### config.mk
export PLATFORM = sky130hd
export DESIGN_NAME = command_line_splitter_unit
export DESIGN_NICKNAME = d
export VERILOG_FILES = /design/src/rtl/cls_pkg.sv /design/src/rtl/cls_ram.sv /design/src/rtl/cls_ctrl.sv /design/src/rtl/cls_datapath.sv /design/src/rtl/command_line_splitter_unit.sv
export SDC_FILE = /design/constraint.sdc
export NUM_CORES = 1
export LEC_CHECK = 0
export ABC_AREA = 1
export BUFFER_PORTS_ARGS = -buffer_cell sky130_fd_sc_hd__clkbuf_2
export CAP_MARGIN = 0
export CORE_MARGIN = 4
export CORE_UTILIZATION = 50
export CTS_CLUSTER_SIZE = 8
export DETAILED_ROUTE_END_ITERATION = 10
export PLACE_DENSITY = 0.67
export SLEW_MARGIN = 0
export SYNTH_ARGS = -nofsm -noshare
export SYNTH_HDL_FRONTEND = slang
export SYNTH_HIERARCHICAL = 1
export SYNTH_SLANG_ARGS = --single-unit
### constraint.sdc
create_clock -name clk -period 10.5 [get_ports clk]
set_clock_uncertainty 0.2 [all_clocks]
set_input_delay 1.05 -clock clk [delete_from_list [all_inputs] [get_ports clk]]
set_output_delay 1.05 -clock clk [all_outputs]
set_load 0.005 [all_outputs]
### src/rtl/cls_pkg.sv
// ----------------------------------------------------------------------------
// cls_pkg: shared types and constants for the command line splitter
// Payload structs, controller/datapath command and status, character codes.
// ----------------------------------------------------------------------------
package cls_pkg;

  localparam int HOLD_DEPTH_DEF = 32;

  localparam logic [7:0] CH_SEMI  = 8'h3B;
  localparam logic [7:0] CH_SLASH = 8'h2F;
  localparam logic [7:0] CH_NL    = 8'h0A;
  localparam logic [7:0] CH_CR    = 8'h0D;
  localparam logic [7:0] CH_TAB   = 8'h09;
  localparam logic [7:0] CH_SPACE = 8'h20;
  localparam logic [7:0] CH_QUOTE = 8'h22;

  // held whitespace codes
  localparam logic [1:0] HC_SPACE = 2'd0;
  localparam logic [1:0] HC_TAB   = 2'd1;
  localparam logic [1:0] HC_NL    = 2'd2;

  typedef struct packed {
    logic [7:0] text_byte;
    logic       text_end;
  } text_in_t;

  typedef struct packed {
    logic [7:0] out_byte;
    logic       command_done;
    logic       ws_overflow;
    logic       run_last;
  } cmd_out_t;

  typedef enum logic [2:0] {
    ST_IDLE,
    ST_RD_HELD,
    ST_EMIT_HELD,
    ST_BYTE_A,
    ST_BYTE_B,
    ST_MARK
  } cls_state_t;

  typedef enum logic [1:0] {
    SEL_HELD,
    SEL_A,
    SEL_B,
    SEL_MARK
  } out_sel_t;

  // what one item produces, in output order
  typedef struct packed {
    logic rel;   // held whitespace to release first
    logic a;
    logic b;
    logic mk;    // end marker
  } plan_t;

  typedef struct packed {
    logic     accept;
    logic     rd_en;
    logic     idx_inc;
    logic     load_out;
    out_sel_t out_sel;
    logic     out_last;
    logic     wr_ok;
  } cls_cmd_t;

  typedef struct packed {
    plan_t plan_now;
    plan_t plan_r;
    logic  idx_last;
    logic  out_free;
  } cls_status_t;

  function automatic logic is_ws(input logic [7:0] c);
    return (c == CH_SPACE) || (c == CH_TAB) || (c == CH_NL);
  endfunction

  function automatic logic [1:0] ws_code(input logic [7:0] c);
    logic [1:0] r;
    if (c == CH_SPACE) begin
      r = HC_SPACE;
    end else if (c == CH_TAB) begin
      r = HC_TAB;
    end else begin
      r = HC_NL;
    end
    return r;
  endfunction

  function automatic logic [7:0] code_to_char(input logic [1:0] code);
    logic [7:0] r;
    unique case (code)
      HC_TAB:  r = CH_TAB;
      HC_NL:   r = CH_NL;
      default: r = CH_SPACE;
    endcase
    return r;
  endfunction

endpackage

### src/rtl/cls_ram.sv
// ----------------------------------------------------------------------------
// cls_ram: generic single-write, single-read RAM
// One write port, one read port with registered read data.
// ----------------------------------------------------------------------------
module cls_ram #(
  parameter int WIDTH = 2,
  parameter int DEPTH = 32,
  localparam int AW   = (DEPTH > 1) ? $clog2(DEPTH) : 1
) (
  input  logic             clk,
  input  logic             we,
  input  logic [AW-1:0]    waddr,
  input  logic [WIDTH-1:0] wdata,
  input  logic             re,
  input  logic [AW-1:0]    raddr,
  output logic [WIDTH-1:0] rdata
);

  logic [WIDTH-1:0] mem [DEPTH];
  logic [WIDTH-1:0] rdata_r;

  always_ff @(posedge clk) begin
    if (we) begin
      mem[waddr] <= wdata;
    end
    if (re) begin
      rdata_r <= mem[raddr];
    end
  end

  assign rdata = rdata_r;

endmodule

### src/rtl/cls_ctrl.sv
// ----------------------------------------------------------------------------
// cls_ctrl: sequencer for the command line splitter
// Accepts a byte in idle, then steps through held whitespace, bytes, marker.
// ----------------------------------------------------------------------------
module cls_ctrl
  import cls_pkg::*;
(
  input  logic        clk,
  input  logic        rst_n,
  input  logic        in_valid,
  output logic        in_stall,
  input  cls_status_t sts,
  output cls_cmd_t    cmd
);

  cls_state_t state_r, state_nxt;

  function automatic cls_state_t step_from(input plan_t p, input logic from_held);
    cls_state_t s;
    priority if (p.rel && !from_held) begin
      s = ST_RD_HELD;
    end else if (p.a) begin
      s = ST_BYTE_A;
    end else if (p.b) begin
      s = ST_BYTE_B;
    end else if (p.mk) begin
      s = ST_MARK;
    end else begin
      s = ST_IDLE;
    end
    return s;
  endfunction

  always_ff @(posedge clk) begin
    if (!rst_n) begin
      state_r <= ST_IDLE;
    end else begin
      state_r <= state_nxt;
    end
  end

  // next state
  always_comb begin
    state_nxt = state_r;
    unique case (state_r)
      ST_IDLE: begin
        if (in_valid) begin
          state_nxt = step_from(sts.plan_now, 1'b0);
        end
      end
      ST_RD_HELD: state_nxt = ST_EMIT_HELD;
      ST_EMIT_HELD: begin
        if (sts.out_free) begin
          state_nxt = sts.idx_last ? step_from(sts.plan_r, 1'b1) : ST_RD_HELD;
        end
      end
      ST_BYTE_A: begin
        if (sts.out_free) begin
          state_nxt = sts.plan_r.b ? ST_BYTE_B : (sts.plan_r.mk ? ST_MARK : ST_IDLE);
        end
      end
      ST_BYTE_B: begin
        if (sts.out_free) begin
          state_nxt = sts.plan_r.mk ? ST_MARK : ST_IDLE;
        end
      end
      ST_MARK: begin
        if (sts.out_free) begin
          state_nxt = ST_IDLE;
        end
      end
      default: state_nxt = ST_IDLE;
    endcase
  end

  // outputs
  always_comb begin
    cmd          = '0;
    cmd.out_sel  = SEL_HELD;
    cmd.wr_ok    = 1'b1;
    in_stall     = 1'b1;
    unique case (state_r)
      ST_IDLE: begin
        in_stall   = 1'b0;
        cmd.accept = in_valid;
      end
      ST_RD_HELD: begin
        cmd.rd_en = 1'b1;
        cmd.wr_ok = 1'b0;
      end
      ST_EMIT_HELD: begin
        cmd.wr_ok    = 1'b0;
        cmd.out_sel  = SEL_HELD;
        cmd.load_out = sts.out_free;
        cmd.idx_inc  = sts.out_free;
      end
      ST_BYTE_A: begin
        cmd.out_sel  = SEL_A;
        cmd.load_out = sts.out_free;
        cmd.out_last = !sts.plan_r.b && !sts.plan_r.mk;
      end
      ST_BYTE_B: begin
        cmd.out_sel  = SEL_B;
        cmd.load_out = sts.out_free;
        cmd.out_last = !sts.plan_r.mk;
      end
      ST_MARK: begin
        cmd.out_sel  = SEL_MARK;
        cmd.load_out = sts.out_free;
        cmd.out_last = 1'b1;
      end
      default: begin
        cmd.wr_ok = 1'b1;
      end
    endcase
  end

endmodule

### src/rtl/cls_datapath.sv
// ----------------------------------------------------------------------------
// cls_datapath: byte decode, splitter state, hold buffer and output register
// Decodes one accepted byte into a result plan and updates the parse state.
// ----------------------------------------------------------------------------
module cls_datapath
  import cls_pkg::*;
#(
  parameter int HOLD_DEPTH = HOLD_DEPTH_DEF
) (
  input  logic        clk,
  input  logic        rst_n,
  input  text_in_t    in_data,
  input  cls_cmd_t    cmd,
  output cls_status_t sts,
  input  logic        out_stall,
  output logic        out_valid,
  output cmd_out_t    out_data
);

  localparam int CNT_W = $clog2(HOLD_DEPTH + 1);
  localparam int IDX_W = (HOLD_DEPTH > 1) ? $clog2(HOLD_DEPTH) : 1;

  // parse state
  logic             quote_r, comment_r, slash_r, started_r, ovf_r;
  logic [CNT_W-1:0] held_cnt_r;

  // plan of the current item
  logic [CNT_W-1:0] rel_n_r;
  logic [7:0]       a_byte_r, b_byte_r;
  logic             a_v_r, b_v_r, mk_v_r, mk_ovf_r;
  logic             wr_pend_r;
  logic [1:0]       wr_code_r;
  logic [IDX_W-1:0] wr_idx_r;
  logic [IDX_W-1:0] idx_r;

  logic             out_valid_r;
  cmd_out_t         out_data_r, out_data_nxt;

  // decode results
  logic             n_q, n_cm, n_sp, n_st, n_ov;
  logic [CNT_W-1:0] n_hc;
  logic [CNT_W-1:0] rel_n;
  logic [7:0]       a_b, b_b;
  logic             a_v, b_v, mk_v, mk_ov;
  logic             wr_v;
  logic [1:0]       wr_code;
  logic [IDX_W-1:0] wr_idx;

  logic [1:0]       ram_rdata;
  logic             ram_we;

  always_comb begin
    logic [7:0] c;
    logic       lst;
    logic       p_keep, p_close, p_sp, p_q;
    logic       k1_v, k2_v, cl;
    logic [7:0] k1, k2;

    c   = in_data.text_byte;
    lst = in_data.text_end;

    // ordinary byte handling outside a comment
    p_keep  = 1'b0;
    p_close = 1'b0;
    p_sp    = 1'b0;
    p_q     = quote_r;
    priority if (!quote_r && c == CH_SLASH) begin
      p_keep = lst;
      p_sp   = !lst;
    end else if (c == CH_QUOTE) begin
      p_q    = !quote_r;
      p_keep = 1'b1;
    end else if (!quote_r && (c == CH_SEMI || c == CH_NL)) begin
      p_close = 1'b1;
    end else begin
      p_keep = (c != CH_CR);
    end

    n_q  = quote_r;
    n_cm = comment_r;
    n_sp = slash_r;
    k1_v = 1'b0;
    k1   = c;
    k2_v = 1'b0;
    k2   = c;
    cl   = 1'b0;
    priority if (comment_r) begin
      if (c == CH_NL) begin
        n_cm = 1'b0;
        cl   = 1'b1;
      end
    end else if (slash_r) begin
      n_sp = 1'b0;
      if (c == CH_SLASH) begin
        n_cm = 1'b1;
      end else begin
        // lone slash goes out ahead of this byte
        k1_v = 1'b1;
        k1   = CH_SLASH;
        k2_v = p_keep;
        cl   = p_close;
        n_q  = p_q;
        n_sp = p_sp;
      end
    end else begin
      k1_v = p_keep;
      cl   = p_close;
      n_q  = p_q;
      n_sp = p_sp;
    end

    n_st    = started_r;
    n_hc    = held_cnt_r;
    n_ov    = ovf_r;
    rel_n   = '0;
    a_v     = 1'b0;
    a_b     = k1;
    b_v     = 1'b0;
    b_b     = k2;
    wr_v    = 1'b0;
    wr_code = HC_SPACE;
    wr_idx  = '0;

    if (k1_v) begin
      if (is_ws(k1)) begin
        if (n_st) begin
          if (n_hc < CNT_W'(HOLD_DEPTH)) begin
            wr_v    = 1'b1;
            wr_idx  = n_hc[IDX_W-1:0];
            wr_code = ws_code(k1);
            n_hc    = n_hc + CNT_W'(1);
          end else begin
            n_ov = 1'b1;
          end
        end
      end else begin
        rel_n = n_st ? n_hc : '0;
        n_hc  = '0;
        a_v   = 1'b1;
        n_st  = 1'b1;
      end
    end

    // second byte only follows a released slash, so the command is open
    if (k2_v) begin
      if (is_ws(k2)) begin
        if (n_hc < CNT_W'(HOLD_DEPTH)) begin
          wr_v    = 1'b1;
          wr_idx  = n_hc[IDX_W-1:0];
          wr_code = ws_code(k2);
          n_hc    = n_hc + CNT_W'(1);
        end else begin
          n_ov = 1'b1;
        end
      end else begin
        n_hc = '0;
        b_v  = 1'b1;
        n_st = 1'b1;
      end
    end

    mk_v  = 1'b0;
    mk_ov = 1'b0;
    if (cl) begin
      mk_v  = n_st;
      mk_ov = n_ov;
      n_st  = 1'b0;
      n_hc  = '0;
      n_ov  = 1'b0;
    end
    if (lst) begin
      if (n_st) begin
        mk_v  = 1'b1;
        mk_ov = n_ov;
      end
      n_st = 1'b0;
      n_hc = '0;
      n_ov = 1'b0;
      n_q  = 1'b0;
      n_cm = 1'b0;
      n_sp = 1'b0;
    end
  end

  always_ff @(posedge clk) begin
    if (!rst_n) begin
      quote_r    <= 1'b0;
      comment_r  <= 1'b0;
      slash_r    <= 1'b0;
      started_r  <= 1'b0;
      held_cnt_r <= '0;
      ovf_r      <= 1'b0;
      wr_pend_r  <= 1'b0;
    end else begin
      if (cmd.accept) begin
        quote_r    <= n_q;
        comment_r  <= n_cm;
        slash_r    <= n_sp;
        started_r  <= n_st;
        held_cnt_r <= n_hc;
        ovf_r      <= n_ov;
        wr_pend_r  <= wr_v;
      end else if (ram_we) begin
        wr_pend_r  <= 1'b0;
      end
    end
  end

  always_ff @(posedge clk) begin
    if (cmd.accept) begin
      rel_n_r  <= rel_n;
      a_byte_r <= a_b;
      b_byte_r <= b_b;
      a_v_r    <= a_v;
      b_v_r    <= b_v;
      mk_v_r   <= mk_v;
      mk_ovf_r <= mk_ov;
      wr_code_r <= wr_code;
      wr_idx_r  <= wr_idx;
      idx_r     <= '0;
    end else if (cmd.idx_inc) begin
      idx_r <= idx_r + IDX_W'(1);
    end
  end

  // new whitespace is written only once the release of older entries is done
  assign ram_we = wr_pend_r && cmd.wr_ok;

  cls_ram #(
    .WIDTH(2),
    .DEPTH(HOLD_DEPTH)
  ) u_held (
    .clk  (clk),
    .we   (ram_we),
    .waddr(wr_idx_r),
    .wdata(wr_code_r),
    .re   (cmd.rd_en),
    .raddr(idx_r),
    .rdata(ram_rdata)
  );

  always_comb begin
    out_data_nxt              = '0;
    out_data_nxt.run_last     = cmd.out_last;
    unique case (cmd.out_sel)
      SEL_HELD: out_data_nxt.out_byte = code_to_char(ram_rdata);
      SEL_A:    out_data_nxt.out_byte = a_byte_r;
      SEL_B:    out_data_nxt.out_byte = b_byte_r;
      SEL_MARK: begin
        out_data_nxt.command_done = 1'b1;
        out_data_nxt.ws_overflow  = mk_ovf_r;
      end
      default: out_data_nxt.out_byte = '0;
    endcase
  end

  always_ff @(posedge clk) begin
    if (!rst_n) begin
      out_valid_r <= 1'b0;
    end else if (cmd.load_out) begin
      out_valid_r <= 1'b1;
    end else if (!out_stall) begin
      out_valid_r <= 1'b0;
    end
  end

  always_ff @(posedge clk) begin
    if (cmd.load_out) begin
      out_data_r <= out_data_nxt;
    end
  end

  assign out_valid = out_valid_r;
  assign out_data  = out_data_r;

  assign sts.plan_now = '{rel: (rel_n != '0), a: a_v, b: b_v, mk: mk_v};
  assign sts.plan_r   = '{rel: (rel_n_r != '0), a: a_v_r, b: b_v_r, mk: mk_v_r};
  assign sts.idx_last = ((CNT_W'(idx_r) + CNT_W'(1)) == rel_n_r);
  assign sts.out_free = !out_valid_r || !out_stall;

endmodule

### src/rtl/command_line_splitter_unit.sv
// Results: an accepted byte's plan is registered, then each result is loaded
// into the output register in turn once it is free; held whitespace released
// first takes a hold buffer read, then an output load, per entry. The next
// byte is accepted only in idle, once every result of the last byte is loaded.
// Reset: synchronous; clears parse state and output valid, not the hold buffer.
// ----------------------------------------------------------------------------
// command_line_splitter_unit: script text to command bytes
// Splits byte-serial script text into trimmed commands with end markers.
// ----------------------------------------------------------------------------
module command_line_splitter_unit
  import cls_pkg::*;
#(
  parameter int HOLD_DEPTH = HOLD_DEPTH_DEF
) (
  input  logic     clk,
  input  logic     rst_n,
  input  logic     in_valid,
  output logic     in_stall,
  input  text_in_t in_data,
  output logic     out_valid,
  input  logic     out_stall,
  output cmd_out_t out_data
);

  cls_cmd_t    cmd;
  cls_status_t sts;

  cls_ctrl u_ctrl (
    .clk     (clk),
    .rst_n   (rst_n),
    .in_valid(in_valid),
    .in_stall(in_stall),
    .sts     (sts),
    .cmd     (cmd)
  );

  cls_datapath #(
    .HOLD_DEPTH(HOLD_DEPTH)
  ) u_dp (
    .clk      (clk),
    .rst_n    (rst_n),
    .in_data  (in_data),
    .cmd      (cmd),
    .sts      (sts),
    .out_stall(out_stall),
    .out_valid(out_valid),
    .out_data (out_data)
  );

endmodule

==> results.yml <==
outcome:
  status: "completed"
pwr:
  p_int_uw: 1161
  seq_power_share_pct: 44.3
  clockPowerShare_pct: 31.7
  comb_power_share_pct: 24.0
  switchingPower_uw: 566.7
  power_switching_share_pct: 32.80
  p_leak_uw: 0.002908
  ir_worst_vdd_mv: 0.09291
  power.density_mw_per_mm2: 236.9
worst_setup_path:
  cp-start-kind: "input port"
  cp_slowest_stage_delay_ns: 0.78
  path_cells: "clkbuf_2, inv_1, nor2_4, inv_1, nor2_1, nand2_1, nor2_2, nand3_1, a21oi_1"
  cp_max_fo: 38
  cp-end-kind: "flop"
  crit_slowest_cell: "nor2_4"
  cpMostUsedCell: "inv_1"
  crit_arrival_ns: 3.37
  crit_required_ns: 10.64
  crit_type: "in2reg"
floorplanning:
  die_h_um: 122.7
  num_io_pins: 26
  die_w_um: 122.7
  row_count: 41
  core-area_sq_mm: 0.01272
  start_util_pct: 51.68
  dieArea_sq_mm: 0.01505
cells_and_area:
  insertedDiodeCount: 0
  n_fill_cell: 1144
  fin_util_pct: 57.34
  syn2layout_area_growth_pct: 10.94
  regArea_sq_mm: 0.003724
  finalNetCount: 756
  drive_above_1_share_pct: 14.02
  multiInputGateArea_sq_mm: 0.002371
cts:
  path_clk_slew_ns: 0.06
  numCtsBuffers: 17
  cts_buffer_depth: 2
  cts_max_level: 4
  insertion_delay_ns: 0.42
  ctsRootBufferMaster: "clkbuf_16"
  cts.sinks: 131
  cts_tree: "done"
  ctsHoldBuffers: 0
  cts-resized-gates: 0
  cts_setup_buffers: 0
sta:
  fmax_ghz: 0.3096
  setup_viol: 0
  timing.hold.ws_ns: 0.2648
  min_period_ns: 3.230
  fin_setup_tns_ns: 0
  slew_headroom_pct: 24.85
  worst_pin_slew_ns: 1.127
  hold_violations: 0
  fin_crit_sh_pct: 30.76
  drv_slew: 0
  rsz0062_at_grt: "false"
detailed_routing:
  drt_iter0_markers: 327
  ant_nets: 0
  drt-wirelength-per-cell_um: 14.90
  firstDrtPassIters: 5
  vias_per_cell: 5.311
  routed_wl_um: 13720
  vias: 4891
  drc: 0
logic_synthesis:
  avgSynthCellArea_sq_um: 9.196
  synth_warnings: 6
  syn_inst: 715
  synth_fp_nets: 734
  synth_area_sq_mm: 0.006575
placed_design:
  io_buffers: 25
  dp_hpwl_um: 9493
  gp_congestion: 0.8853
grt:
  grt_pass1_vias: 4657
  overflow: 0
  grt_pass1_wl_um: 22400
  grt_max_degree: 39
  antenna_found_initial: 0
  grt_usage_pct: 19.38
hold_path:
  hold_path_class: "reg2reg"
run:
  max_cap_viol_count: 0
## worst max-delay path: cells and delay by family
kind                   cells  cell delay, ns
and+or+nand+nor            5            1.48
AOI/OAI and AO/OA          1            0.15
buffers and inverters      3            0.66
## stage by stage
stage	cell area [sq um]	setup slack, ns	std cells	total power, uW
finish	7295	7.270	921	1728
global route	7295	6.985	921	1829
CTS	7295	7.248	921	1739
detailed placement	6745	6.827	890	1190
global placement	6745	7.009	890	1177
floorplan	6575	6.592	715	1084
## path summary, 6_finish.rpt
path	start	endpoint	slack, ns	cells after the start
setup / recovery	in_valid	u_dp/held_cnt_r[4]$_SDFFE_PN0P_	7.27	9
hold / removal	u_dp/ovf_r$_SDFFE_PN0P_	u_dp/ovf_r$_SDFFE_PN0P_	0.26	2
setup reg to reg	u_ctrl/state_r[0]$_SDFFE_PN0P_	u_dp/held_cnt_r[4]$_SDFFE_PN0P_	7.39	9
hold reg to reg	u_dp/ovf_r$_SDFFE_PN0P_	u_dp/ovf_r$_SDFFE_PN0P_	0.26	2
## cells in the final DEF, fill, tap and decap left out, types with 2 or more instances in the layout
cell        instances
nand2_1           199
edfxtp_1          110
nand3_1            99
nor2_1             69
inv_1              64
clkbuf_2           25
a21oi_1            24
dfxtp_1            21
clkbuf_16          17
nand2_2            17
inv_2              10
o21ai_0            10
xor2_1              7
ha_1                6
clkinv_1            5
nand2_4             5
nor2_4              4
nand4_1             4
nor3_1              4
nor2_2              4
xnor2_1             4
o211ai_1            4
clkinvlp_4          3
clkbuf_1            3
a21oi_2             3
a22oi_1             3
clkinv_2            2
bufinv_16           2
o21ai_2             2
nand3_4             2
nor4_1              2
## flip-flops by register name, summed over array words and instances (netlist names), 3 cells and up
name,flops
u_ctrl/state_r,3
u_dp/a_byte_r,8
u_dp/b_byte_r,8
u_dp/held_cnt_r,6
u_dp/u_held/mem,64
u_dp/out_data,11
u_dp/idx_r,5
u_dp/wr_idx_r,5
u_dp/rel_n_r,6
## layout make-up
cell class	instances	area share (%)
Clock inverter	11	1.544
Tap cell	172	2.950
Clock buffer	20	5.986
Sequential cell	131	51.05
Multi-Input combinational cell	483	32.50
Timing Repair Buffer	26	1.818
Inverter	78	4.151
## power groups by stage
| stage | sequential [uW] | combinational [uW] | clock, uW |
|---|---|---|---|
| 2_1_floorplan | 738 | 345 | 0 |
| 3_3_place_gp | 773 | 404 | 0 |
| 3_5_place_dp | 777 | 413 | 0 |
| 4_1_cts | 767 | 416 | 556 |
| 5_1_grt | 779 | 468 | 582 |
| 6_report | 765 | 415 | 547 |
## routing by layer
metal	routed length (um)	share of wire (%)	global-route usage, %	up-vias
met5	0	0	0	-
met2	6590	48	30.95	122
met1	6240	45	25.33	2320
met3	596	4.3	4.147	25
met4	294	2.1	8.957	0
li1	-	-	-	2424
No activity file was read; power rests on OpenSTA's default activity.
